[config.mk]
export PLATFORM = sky130hd
export DESIGN_NAME = emkv_cell
export DESIGN_NICKNAME = d
export VERILOG_FILES = /design/src/design/emkv_pkg.sv /design/src/design/emkv_cell.sv
export SDC_FILE = /design/constraint.sdc
export NUM_CORES = 1
export LEC_CHECK = 0
export BUFFER_PORTS_ARGS = -buffer_cell sky130_fd_sc_hd__buf_4
export CAP_MARGIN = 20
export CORE_MARGIN = 5
export CORE_UTILIZATION = 51
export DETAILED_ROUTE_END_ITERATION = 7
export HOLD_SLACK_MARGIN = 0.03
export PLACE_DENSITY = 0.8
export SETUP_SLACK_MARGIN = 0.4
export SLEW_MARGIN = 20
export SYNTH_ARGS = -nofsm -noshare
export SYNTH_HDL_FRONTEND = slang
export SYNTH_SLANG_ARGS = --single-unit
[constraint.sdc]
create_clock -name clk -period 4.2 [get_ports clk]
set_clock_uncertainty 0.15 [all_clocks]
set_input_delay 0.42 -clock clk [delete_from_list [all_inputs] [get_ports clk]]
set_output_delay 0.42 -clock clk [all_outputs]
set_load 0.1 [all_outputs]
[src/design/emkv_pkg.sv]
// Shared types and constants for the exact-match key/value table.
`default_nettype none

package emkv_pkg;

  // Field widths of the stream words
  localparam int KEY_W     = 64;
  localparam int VAL_W     = 32;
  localparam int CNT_OUT_W = 7;

  // Command codes carried on in_tuser
  typedef enum logic [1:0] {
    CMD_INSERT = 2'd0,
    CMD_ERASE  = 2'd1,
    CMD_QUERY  = 2'd2,
    CMD_CLEAR  = 2'd3
  } cmd_t;

  // Result status carried on out_tuser
  typedef enum logic [1:0] {
    STS_OK   = 2'd0,
    STS_MISS = 2'd1,
    STS_FULL = 2'd2
  } status_t;

  // Controller states
  typedef enum logic [1:0] {
    S_IDLE,
    S_WALK,
    S_FIN
  } state_t;

  // Probe word handed from cell to cell
  typedef struct packed {
    logic             live;
    cmd_t             cmd;
    logic             found;
    logic             claimed;
    logic [VAL_W-1:0] value;
  } probe_t;

  // Broadcast control from the controller to every cell
  typedef struct packed {
    logic settle;
    logic commit;
  } cell_ctl_t;

endpackage

`default_nettype wire

[src/design/emkv_cell.sv]
// One slot of the table: key, value, valid flag and a link in the probe chain.
`default_nettype none

module emkv_cell
  import emkv_pkg::*;
(
  input  wire logic             clk,
  input  wire logic             rst_n,
  input  wire probe_t           probe_i,
  output probe_t                probe_o,
  input  wire logic [KEY_W-1:0] key_i,
  input  wire logic [VAL_W-1:0] value_i,
  input  wire cell_ctl_t        ctl_i
);

  logic             valid_r, valid_nxt;
  logic             claim_r, claim_nxt;
  logic [KEY_W-1:0] key_r, key_nxt;
  logic [VAL_W-1:0] value_r, value_nxt;
  probe_t           probe_r, probe_nxt;
  logic             hit;

  assign hit = probe_i.live && valid_r && (key_r == key_i);

  // Act on the passing probe word, or settle a pending claim
  always_comb begin
    probe_nxt = probe_i;
    valid_nxt = valid_r;
    claim_nxt = claim_r;
    key_nxt   = key_r;
    value_nxt = value_r;
    if (ctl_i.settle) begin
      claim_nxt = 1'b0;
      if (ctl_i.commit && claim_r) begin
        valid_nxt = 1'b1;
        key_nxt   = key_i;
        value_nxt = value_i;
      end
    end
    if (probe_i.live) begin
      case (probe_i.cmd)
        CMD_INSERT: begin
          if (hit) begin
            value_nxt       = value_i;
            probe_nxt.found = 1'b1;
          end else if (!valid_r && !probe_i.found && !probe_i.claimed) begin
            // first free slot reserves itself until the walk ends
            claim_nxt         = 1'b1;
            probe_nxt.claimed = 1'b1;
          end
        end
        CMD_ERASE: begin
          if (hit) begin
            valid_nxt       = 1'b0;
            probe_nxt.found = 1'b1;
          end
        end
        CMD_QUERY: begin
          if (hit) begin
            probe_nxt.value = value_r;
            probe_nxt.found = 1'b1;
          end
        end
        default: begin
          valid_nxt = 1'b0;
        end
      endcase
    end
  end

  // Control state
  always_ff @(posedge clk) begin
    if (!rst_n) begin
      valid_r <= 1'b0;
      claim_r <= 1'b0;
      probe_r <= '0;
    end else begin
      valid_r <= valid_nxt;
      claim_r <= claim_nxt;
      probe_r <= probe_nxt;
    end
  end

  // Slot payload
  always_ff @(posedge clk) begin
    key_r   <= key_nxt;
    value_r <= value_nxt;
  end

  assign probe_o = probe_r;

endmodule

`default_nettype wire

==> Word level (Yosys, flattened, before mapping) <==
Index checks and enable logic that the tools add are counted.
{ "totals": {"ff_bits": 135, "latchBits": 0, "mem_bits_rw": 0, "rom_bits": 0, "input_bits": 137, "output_inout_bits": 37, "elab_cells": 47, "memories": 0} }
{ "op_classes": {"add_sub_neg": 0, "n_mul": 0, "div": 0, "order_cmp": 0, "eq_ne": 3, "shift": 0, "mux": 23, "n_bitwise": 0, "n_reduce_logical": 12} }
{ "ops": {"columns": ["cell", "count"], "rows": [
  ["32-bit two-way mux", 7],
  ["64-bit == test", 1],
  ["34-bit two-way mux", 1],
  ["1-bit two-way mux", 14],
  ["1-bit logical AND", 5],
  ["1-bit zero test", 3],
  ["3-bit OR reduction", 1],
  ["2-bit by 1-bit == test with 1-bit output, second input constant", 1],
  ["2-bit == test, second input constant", 1],
  ["2-bit zero test", 1],
  ["1-bit one-hot mux with 2 select lines", 1],
  ["2-bit AND reduction", 1],
  ["2-bit OR reduction", 1]
]} }

==> Longest topological paths before layout <==
Gate-level depths: netlist (run 1).
{ "depth": {"ltp_word": 7, "mapped_depth": 7} }

==> Least setup slack after synthesis (run 1) <==
No wires, ideal clock.
{ "synth_path": {"path_kind": "input -> register", "start": "in ctl_i[0] (netlist name)", "end": "reg value_r[10]", "t_arrival_ns": 2.775, "t_required_ns": 3.929, "setup_slack_ns": 1.154, "path_stages": 4, "path_cell_list": "and3_1 -> a21oi_2 -> buf_6 -> mux2_4"} }
{ "synth_between": {"elab_chain_len": 6} }
{ "synth_rtl": {"columns": ["element", "line", "rtl"], "rows": [
  ["start, declared", "emkv_cell.sv:13", "input wire cell_ctl_t ctl_i"],
  ["1-bit logical AND (*)", "emkv_cell.sv:34", "if (ctl_i.commit && claim_r) begin"],
  ["32-bit two-way mux (*)", "emkv_cell.sv:34", null],
  ["32-bit two-way mux (*)", "emkv_cell.sv:32", "if (ctl_i.settle) begin"],
  ["32-bit two-way mux", "emkv_cell.sv:43", "if (hit) begin"],
  ["32-bit two-way mux", "emkv_cell.sv:41", "case (probe_i.cmd)"],
  ["32-bit two-way mux (*)", "emkv_cell.sv:40", "if (probe_i.live) begin"],
  ["net value_nxt[10]", "emkv_cell.sv:19", "logic [VAL_W-1:0] value_r, value_nxt;"],
  ["end signal, assigned", "emkv_cell.sv:87", "value_r <= value_nxt;"],
  ["end, declared", "emkv_cell.sv:19", null]
]} }
Mark *: on every way through the listed nets, which the timed path passes. The rest lies on a longest branch.
A chain may end at the register's enable or synchronous reset.

==> Worst setup path after layout (run 1) <==
{ "layout_path": {"start": "in key_i[34]", "end": "reg probe_r, in the netlist probe_o[25]"} }
{ "layout_between": {"elab_chain_len": 5} }
{ "layout_rtl": {"columns": ["element", "line", "rtl"], "rows": [
  ["start, declared", "emkv_cell.sv:11", "input wire logic [KEY_W-1:0] key_i,"],
  ["64-bit == test", "emkv_cell.sv:23", "assign hit = probe_i.live && valid_r && (key_r == key_i);"],
  ["1-bit logical AND", "emkv_cell.sv:23", null],
  ["32-bit two-way mux", "emkv_cell.sv:59", "if (hit) begin"],
  ["32-bit two-way mux", "emkv_cell.sv:41", null],
  ["34-bit two-way mux", "emkv_cell.sv:40", null],
  ["end signal, assigned", "emkv_cell.sv:80", "probe_r <= probe_nxt;"],
  ["end, declared", "emkv_cell.sv:20", "probe_t probe_r, probe_nxt;"]
]} }
No other way between the ends.

==> out/qor.txt, run 1 <==
Status - finished clean
Crit path DAT - 3.51 ns
FFs w/ async S/R, synth - 0
Number of remaining DRC errors - 0
Clock transition at path regs - 0.06 ns
Vias/cell - 5.35
Cell Area, Synth - 5430 sq um
Psw - 839 uW
Comb pwr share - 0.151
Peak VDD IR - 0.442 mV
Fin cells - 879
Die Wd - 113 um
Number of H-tree levels - 4
Distinct cells, synth - 33
DPL Wire Length - 9380 um
Largest net degree at the start of global routing - 66
Antenna-violating nets left - 0
Share of cells above drive strength 1 - 0.337
IO Port Bufs - 173
Area Growth Syn to Fin - 61.5%
TritonCTS Sinks - 135
Max-cap violations - 0
Post-layout util - 0.846
CTS Root Cell - clkbuf_8
Final setup viols - 0
Post-route setup TNS - 0 ns
Final WS setup - 0.913 ns
Launching point of the worst reg2reg path - key_r[57]
Critical Path Fanout Max - 32
Crit Path Class - input pin to flop
Post-cts sizing count - 0
Synth Instances - 417
Share of the synthesized area in the top cell type - 0.354
Reg area - 3340 sq um
Hold WS - 0.0711 ns
Buf/Inv on CP - 2
Number of enable flip-flop cells after synthesis - 64
Top cells by area, synth - edfxtp_1 (35%), dfxtp_1 (26%), mux2_4 (8.3%)
Internal Power - 2.61 mW
#FFs+latches synth - 135
Setup crit end - probe_o[25]
Initial DRC count - 261
Total wire length - 17600 um
Pwr Density - 393 nW/um^2
Final Instance Area - 8770 sq um
First-pass GRT wire length - 27100 um
Rel. slew slack - 0.447
Cell Chain, Critical Path - dlygate4sd3_1 > buf_4 > xor2_1 > nor4_1 > nand4_1 > or4b_2 > o21ai_0 > a21oi_1
Vias in the first global route - 5294
DP Worst Slack - 1.00 ns
Net Count, Synth - 554
CP Launch Type - input pin
Core ar. - 10400 sq um
Switching Share - 0.244
Via count - 4700
RSZ-0062 raised after global routing - no
Worst path required time - 4.43 ns
Tcrit/Tclk final - 0.783
Leakage Power - 3.67 nW
FMAX - 0.304 GHz
Hold/Removal Path Class - input pin to flop
CTS Buffer Depth - 2
Grt ovf - 0
Slew at the pin with the worst max-slew slack - 0.829 ns
GP Congestion - 0.813
Avg WL per Cell - 20.0 um
Total GRT Usage - 0.277
Largest delay contributor family on the critical path - simple AND/OR/NAND/NOR gates
Avg Cell Area, Syn - 13.0 sq um
Total clock buffers created by CTS - 17
Crit path largest cell delay - 1.08 ns
Synth Flop Type - dfxtp_1
CTS tree - built
DP Area - 6830 sq um
CP Capture Type - flop
Area of the multi-input gates - 1950 sq um
Nets - 865
Reg2Reg Depth - 6
Crit path launch - key_i[34]
# fillers - 526
Drt pass-1 iters - 7
Postcts setup bufs - 0
R2R Setup Slk - 1.11 ns
Clock Latency Late Sink - 0.52 ns
Top-level I/O count - 174
Fin. Hold Viols - 0
Initial antenna violation count - 1
Reg2Reg Capture Point - probe_o[25]
Starting Density - 0.524
Row cnt - 37
Stages on worst setup path - 8
Inst Count DP - 710
Cell taking the most area after synthesis - edfxtp_1
Count of final max-slew check failures - 0
Post-synthesis sequential area ratio - 0.615
CP max-delay cell - or4b_2
Die footprint - 12800 sq um
Flop pwr share - 0.425
Tmin final - 3.29 ns
Clock network power share - 0.425
Total power - 3.45 mW
Die Y - 113 um
Synth warn - 0
## power groups by stage
| stage | clock network, mW | registers, mW | logic (mW) |
|---|---|---|---|
| CTS | 1.47 | 1.46 | 0.505 |
| global route | 1.54 | 1.47 | 0.543 |
| finish | 1.46 | 1.46 | 0.519 |
| floorplan | 0 | 1.62 | 0.0997 |
| global placement | 0 | 1.48 | 0.391 |
| detailed placement | 0 | 1.49 | 0.401 |
## synth_stat cells, drive strengths merged (5+ instances only)
cell type,count
xor2,47
nand4,37
nand2b,9
nor2b,6
a21oi,34
xnor2,5
o21ai,33
clkbuf,12
edfxtp,64
nor2,10
inv,7
dfxtp,71
mux2,32
buf,9
nor4,13
nand2,5
## area by class of cell
class,instances,share of cell area
diodes,2,0.000571
clock buffers,25,0.0600
clock inverters,7,0.00699
inverters,8,0.00342
multi-input cells,253,0.222
flip-flops and latches,135,0.381
well taps,136,0.0194
repair buffers,313,0.306
## state kept, by name (all words and copies together), names as in the netlist
| name | count |
|---|---|
| claim_r | 1 |
| key_r | 64 |
| probe_o | 37 |
| valid_r | 1 |
| value_r | 32 |
## worst min-delay path by stage
stage	slack (ns)	end	cells past startpoint	from
floorplan	0.30	probe_o[0]	2	value_r[0]
global placement	0.31	probe_o[23]	2	value_r[23]
detailed placement	0.32	probe_o[22]	2	value_r[22]
CTS	0.03	claim_r	4	ctl_i[1]
global route	0.1	claim_r	4	ctl_i[1]
finish	0.07	claim_r	4	ctl_i[1]
## cells by family after synthesis
family / Yosys count / synth area share
AND/OR/NAND/NOR: 93 / 0.107
AO/OA/AOI/OAI: 76 / 0.0776
flip-flops: 135 / 0.615
multiplexers: 32 / 0.0871
XOR/XNOR: 52 / 0.0838
buffers and inverters: 29 / 0.0290
## cell usage in the layout (no fill, tap or decap), types with 2 or more instances in the layout
| cell type | netlist | routed |
|---|---|---|
| or4_4 | 2 | 2 |
| xnor2_1 | 5 | 5 |
| mux2_2 | 2 | 2 |
| and2_1 | 3 | 3 |
| clkbuf_16 | 0 | 18 |
| nor2_1 | 10 | 9 |
| mux2_4 | 30 | 30 |
| inv_1 | 7 | 7 |
| o21ai_0 | 3 | 3 |
| nand2b_1 | 9 | 9 |
| clkbuf_1 | 12 | 2 |
| nor2b_1 | 6 | 6 |
| edfxtp_1 | 64 | 64 |
| nand4_1 | 37 | 37 |
| buf_4 | 0 | 178 |
| clkinv_2 | 0 | 5 |
| a31oi_1 | 2 | 2 |
| o2111a_1 | 3 | 3 |
| nor3_1 | 3 | 2 |
| dfxtp_1 | 71 | 71 |
| xor2_1 | 47 | 47 |
| nand3_1 | 2 | 2 |
| nor4_4 | 2 | 2 |
| nor4_1 | 11 | 11 |
| a21oi_1 | 33 | 33 |
| nand2_1 | 5 | 5 |
| diode_2 | 0 | 2 |
| dlygate4sd3_1 | 0 | 135 |
| o21ai_1 | 30 | 30 |
| a2111oi_0 | 2 | 2 |
| clkbuf_8 | 0 | 5 |
## timing repair
item | 4_1_cts | 5_1_grt
hold buffers | 135 | 0
endpoints found under the hold margin | 133 | 0
endpoints found under the setup margin | 0 | 0
## tightest hold or removal path: stages
cell and delay [ns]:
buf_4 0.09, inv_1 0.03, a21oi_1 0.11, nor2_1 0.05
## per-layer routing
| layer | track usage | share of wire | vias to the layer above |
|---|---|---|---|
| met5 | 0 | 0 | - |
| met4 | 0.142 | 0.039 | 0 |
| met3 | 0.0701 | 0.051 | 52 |
| met2 | 0.515 | 0.55 | 199 |
| met1 | 0.286 | 0.36 | 2278 |
| li1 | - | - | 2171 |
Note: power is estimated with default switching activity, not from simulation.
==> inputs of run 2 (changes only) <==
ABC_AREA = 1   (was unset)
CORE_UTILIZATION = 47   (was 51)
PLACE_DENSITY = 0.76   (was 0.8)
clock period = 2.9 ns   (was 4.2 ns; I/O delays follow)
==> run 2 against run 1 <==
Against the previous run:
- die area increased by 23%
- synthesized cell count grew 100%
- sequential cell count is the same
- via count up 39%
- sequential share of layout area fell by 3.5 points
- global-route usage shrank 1.7 points
- highest routed layer unchanged
==> out/qor.txt, run 2 <==
Met1 Use GR - 0.293
Clock transition at path regs - 0.06 ns
Crit path DAT - 2.47 ns
Vias/cell - 4.83
Largest Register - key_r
Final WS setup - 0.628 ns
Avg WL per Cell - 15.1 um
CTS tree - built
Worst path required time - 3.09 ns
Net Count, Synth - 991
Slew at the pin with the worst max-slew slack - 0.535 ns
GRT Max-Usage Layer - met2
Max reg flops - 64
Critical Path Fanout Max - 32
First-pass GRT wire length - 32600 um
Tmin final - 2.27 ns
Post-route setup TNS - 0 ns
Reg2Reg Depth - 10
Initial antenna violation count - 1
DP Worst Slack - 0.670 ns
Status - finished clean
Rel. slew slack - 0.641
GP Congestion - 0.849
Clock network power share - 0.415
RSZ-0062 raised after global routing - no
Synth Instances - 854
#FFs+latches synth - 135
Commonest cells post-synth - nand2_1 (320), inv_1 (141), nor2_1 (138)
Clock Latency Late Sink - 0.43 ns
Tcrit/Tclk final - 0.784
Total clock buffers created by CTS - 17
Peak VDD IR - 0.442 mV
Leakage Power - 5.10 nW
Row cnt - 42
Most frequent cells in the layout - nand2_1 (320), buf_4 (177), inv_1 (140)
Internal Power - 3.62 mW
Die footprint - 15800 sq um
CP Capture Type - flop
Top-level I/O count - 174
Number of enable flip-flop cells after synthesis - 64
Total GRT Usage - 0.261
Max-cap violations - 0
Psw - 1.35 mW
Final Instance Area - 9670 sq um
Share of cells above drive strength 1 - 0.188
Nets - 1302
Total wire length - 20500 um
Setup crit end - probe_o[30]
Count of final max-slew check failures - 0
Fin. Hold Viols - 0
Launching point of the worst reg2reg path - key_r[40]
Avg Cell Area, Syn - 7.38 sq um
TritonCTS Sinks - 135
FFs w/ async S/R, synth - 0
Pwr Density - 514 nW/um^2
Hold/Removal Path Class - input pin to flop
Number of H-tree levels - 4
Cell Area, Synth - 6300 sq um
CTS Root Cell - clkbuf_16
Crit Path Class - input pin to flop
Met2 Use GR - 0.453
Final setup viols - 0
Share of the synthesized area in the top cell type - 0.305
Die Wd - 126 um
Crit path launch - key_i[40]
Reg2Reg Capture Point - probe_o[30]
Post-synthesis sequential area ratio - 0.531
FMAX - 0.440 GHz
Flop pwr share - 0.425
Initial DRC count - 483
Largest net degree at the start of global routing - 66
Fin cells - 1354
Synth warn - 0
DPL Wire Length - 12700 um
Comb pwr share - 0.160
Antenna-violating nets left - 0
Grt ovf - 0
DP Area - 7770 sq um
IO Port Bufs - 173
Switching Share - 0.271
Die Y - 126 um
Number of remaining DRC errors - 0
Cell taking the most area after synthesis - edfxtp_1
Vias in the first global route - 6692
Commonest non-fill, non-tap cell in the layout - nand2_1
Top cells by area, synth - edfxtp_1 (31%), dfxtp_1 (23%), nand2_1 (19%)
Synth Flop Type - dfxtp_1
Hold wc startpoint - probe_i[8]
Distinct cells, synth - 23
Grt met3 use - 0.0741
Starting Density - 0.478
CTS Buffer Depth - 2
# fillers - 888
CP Launch Type - input pin
R2R Setup Slk - 0.78 ns
Drt pass-1 iters - 5
Inst Count DP - 1189
Core ar. - 13200 sq um
Top-count cell post-synth - nand2_1
Area Growth Syn to Fin - 53.4%
Via count - 6537
## run 2: cell types whose count changed after synthesis, sizes merged, moves of 5 or more
cell,change
nand2,+316
inv,+135
nor2,+131
xor2,-44
nand3,+42
mux2,-32
a21oi,-29
o21ai,-24
nand4,-23
nor4,-13
nand2b,-9
nor2b,-6
xnor2,+6
or2,+5
## run 2: worst min-delay path by stage
stage	endpoint	slack, ns	cells after the start
3_5_place_dp	value_r[3]	0.31	2
5_1_grt	probe_o[8]	0.04	5
4_1_cts	probe_o[8]	0.04	5
6_report	probe_o[8]	0.04	5
3_3_place_gp	value_r[9]	0.31	2
2_1_floorplan	probe_o[34]	0.23	2
## run 2: routing by layer
layer	vias up	share of wire
met1	2968	0.38
met3	73	0.072
met4	0	0.046
met2	299	0.50
met5	-	0
li1	3197	-
## run 2: repair_timing
item / 4_1_cts / 5_1_grt
hold endpoints to repair: 132 / 0
endpoints found under the setup margin: 0 / 30
setup buffers: 0 / 0
resized for setup: 0 / 1
hold buffers: 133 / 0
## run 2: area by class of cell
class	instances	area, sq um	share of cell area
clock buffers	22	489	0.0506
multi-input cells	558	2330	0.241
well taps	176	220	0.0228
repair buffers	311	2680	0.277
clock inverters	9	66.3	0.00686
inverters	142	533	0.0551
flip-flops and latches	135	3340	0.346
diodes	1	2.50	0.000259
## run 2: power groups by stage
stage / clock network (mW) / registers, mW / logic (mW)
after floorplan: 0 / 2.34 / 0.171
after global placement: 0 / 2.15 / 0.615
after detailed placement: 0 / 2.15 / 0.625
after CTS: 2.06 / 2.11 / 0.776
after global routing: 2.15 / 2.12 / 0.851
final: 2.06 / 2.11 / 0.797
## run 2: worst max-delay path: stages
cell and delay (ns):
dlygate4sd3_1 0.54, buf_4 0.14, xnor2_1 0.26, nand2_1 0.09, nor2_1 0.10, nand2_1 0.10
nor2_2 0.21, nand4_2 0.11, buf_4 0.27, nand2_1 0.11, nand2_1 0.05, nor2_1 0.18
## run 2: logic make-up after synthesis
family / count (synthesis) / synth area share
xor gates and xnor gates: 14 / 0.0195
and+or+nand+nor: 530 / 0.339
AOI/OAI and AO/OA: 14 / 0.0111
DFF: 135 / 0.531
buffers and inverters: 161 / 0.100
## run 2: per-stage QoR
step	total power, mW	hold WS [ns]	util
3_3_place_gp	2.76	0.310	0.589
3_5_place_dp	2.77	0.312	0.589
6_report	4.97	0.0401	0.733
2_1_floorplan	2.51	0.233	-
4_1_cts	4.95	0.0352	0.732
5_1_grt	5.13	0.0351	0.733
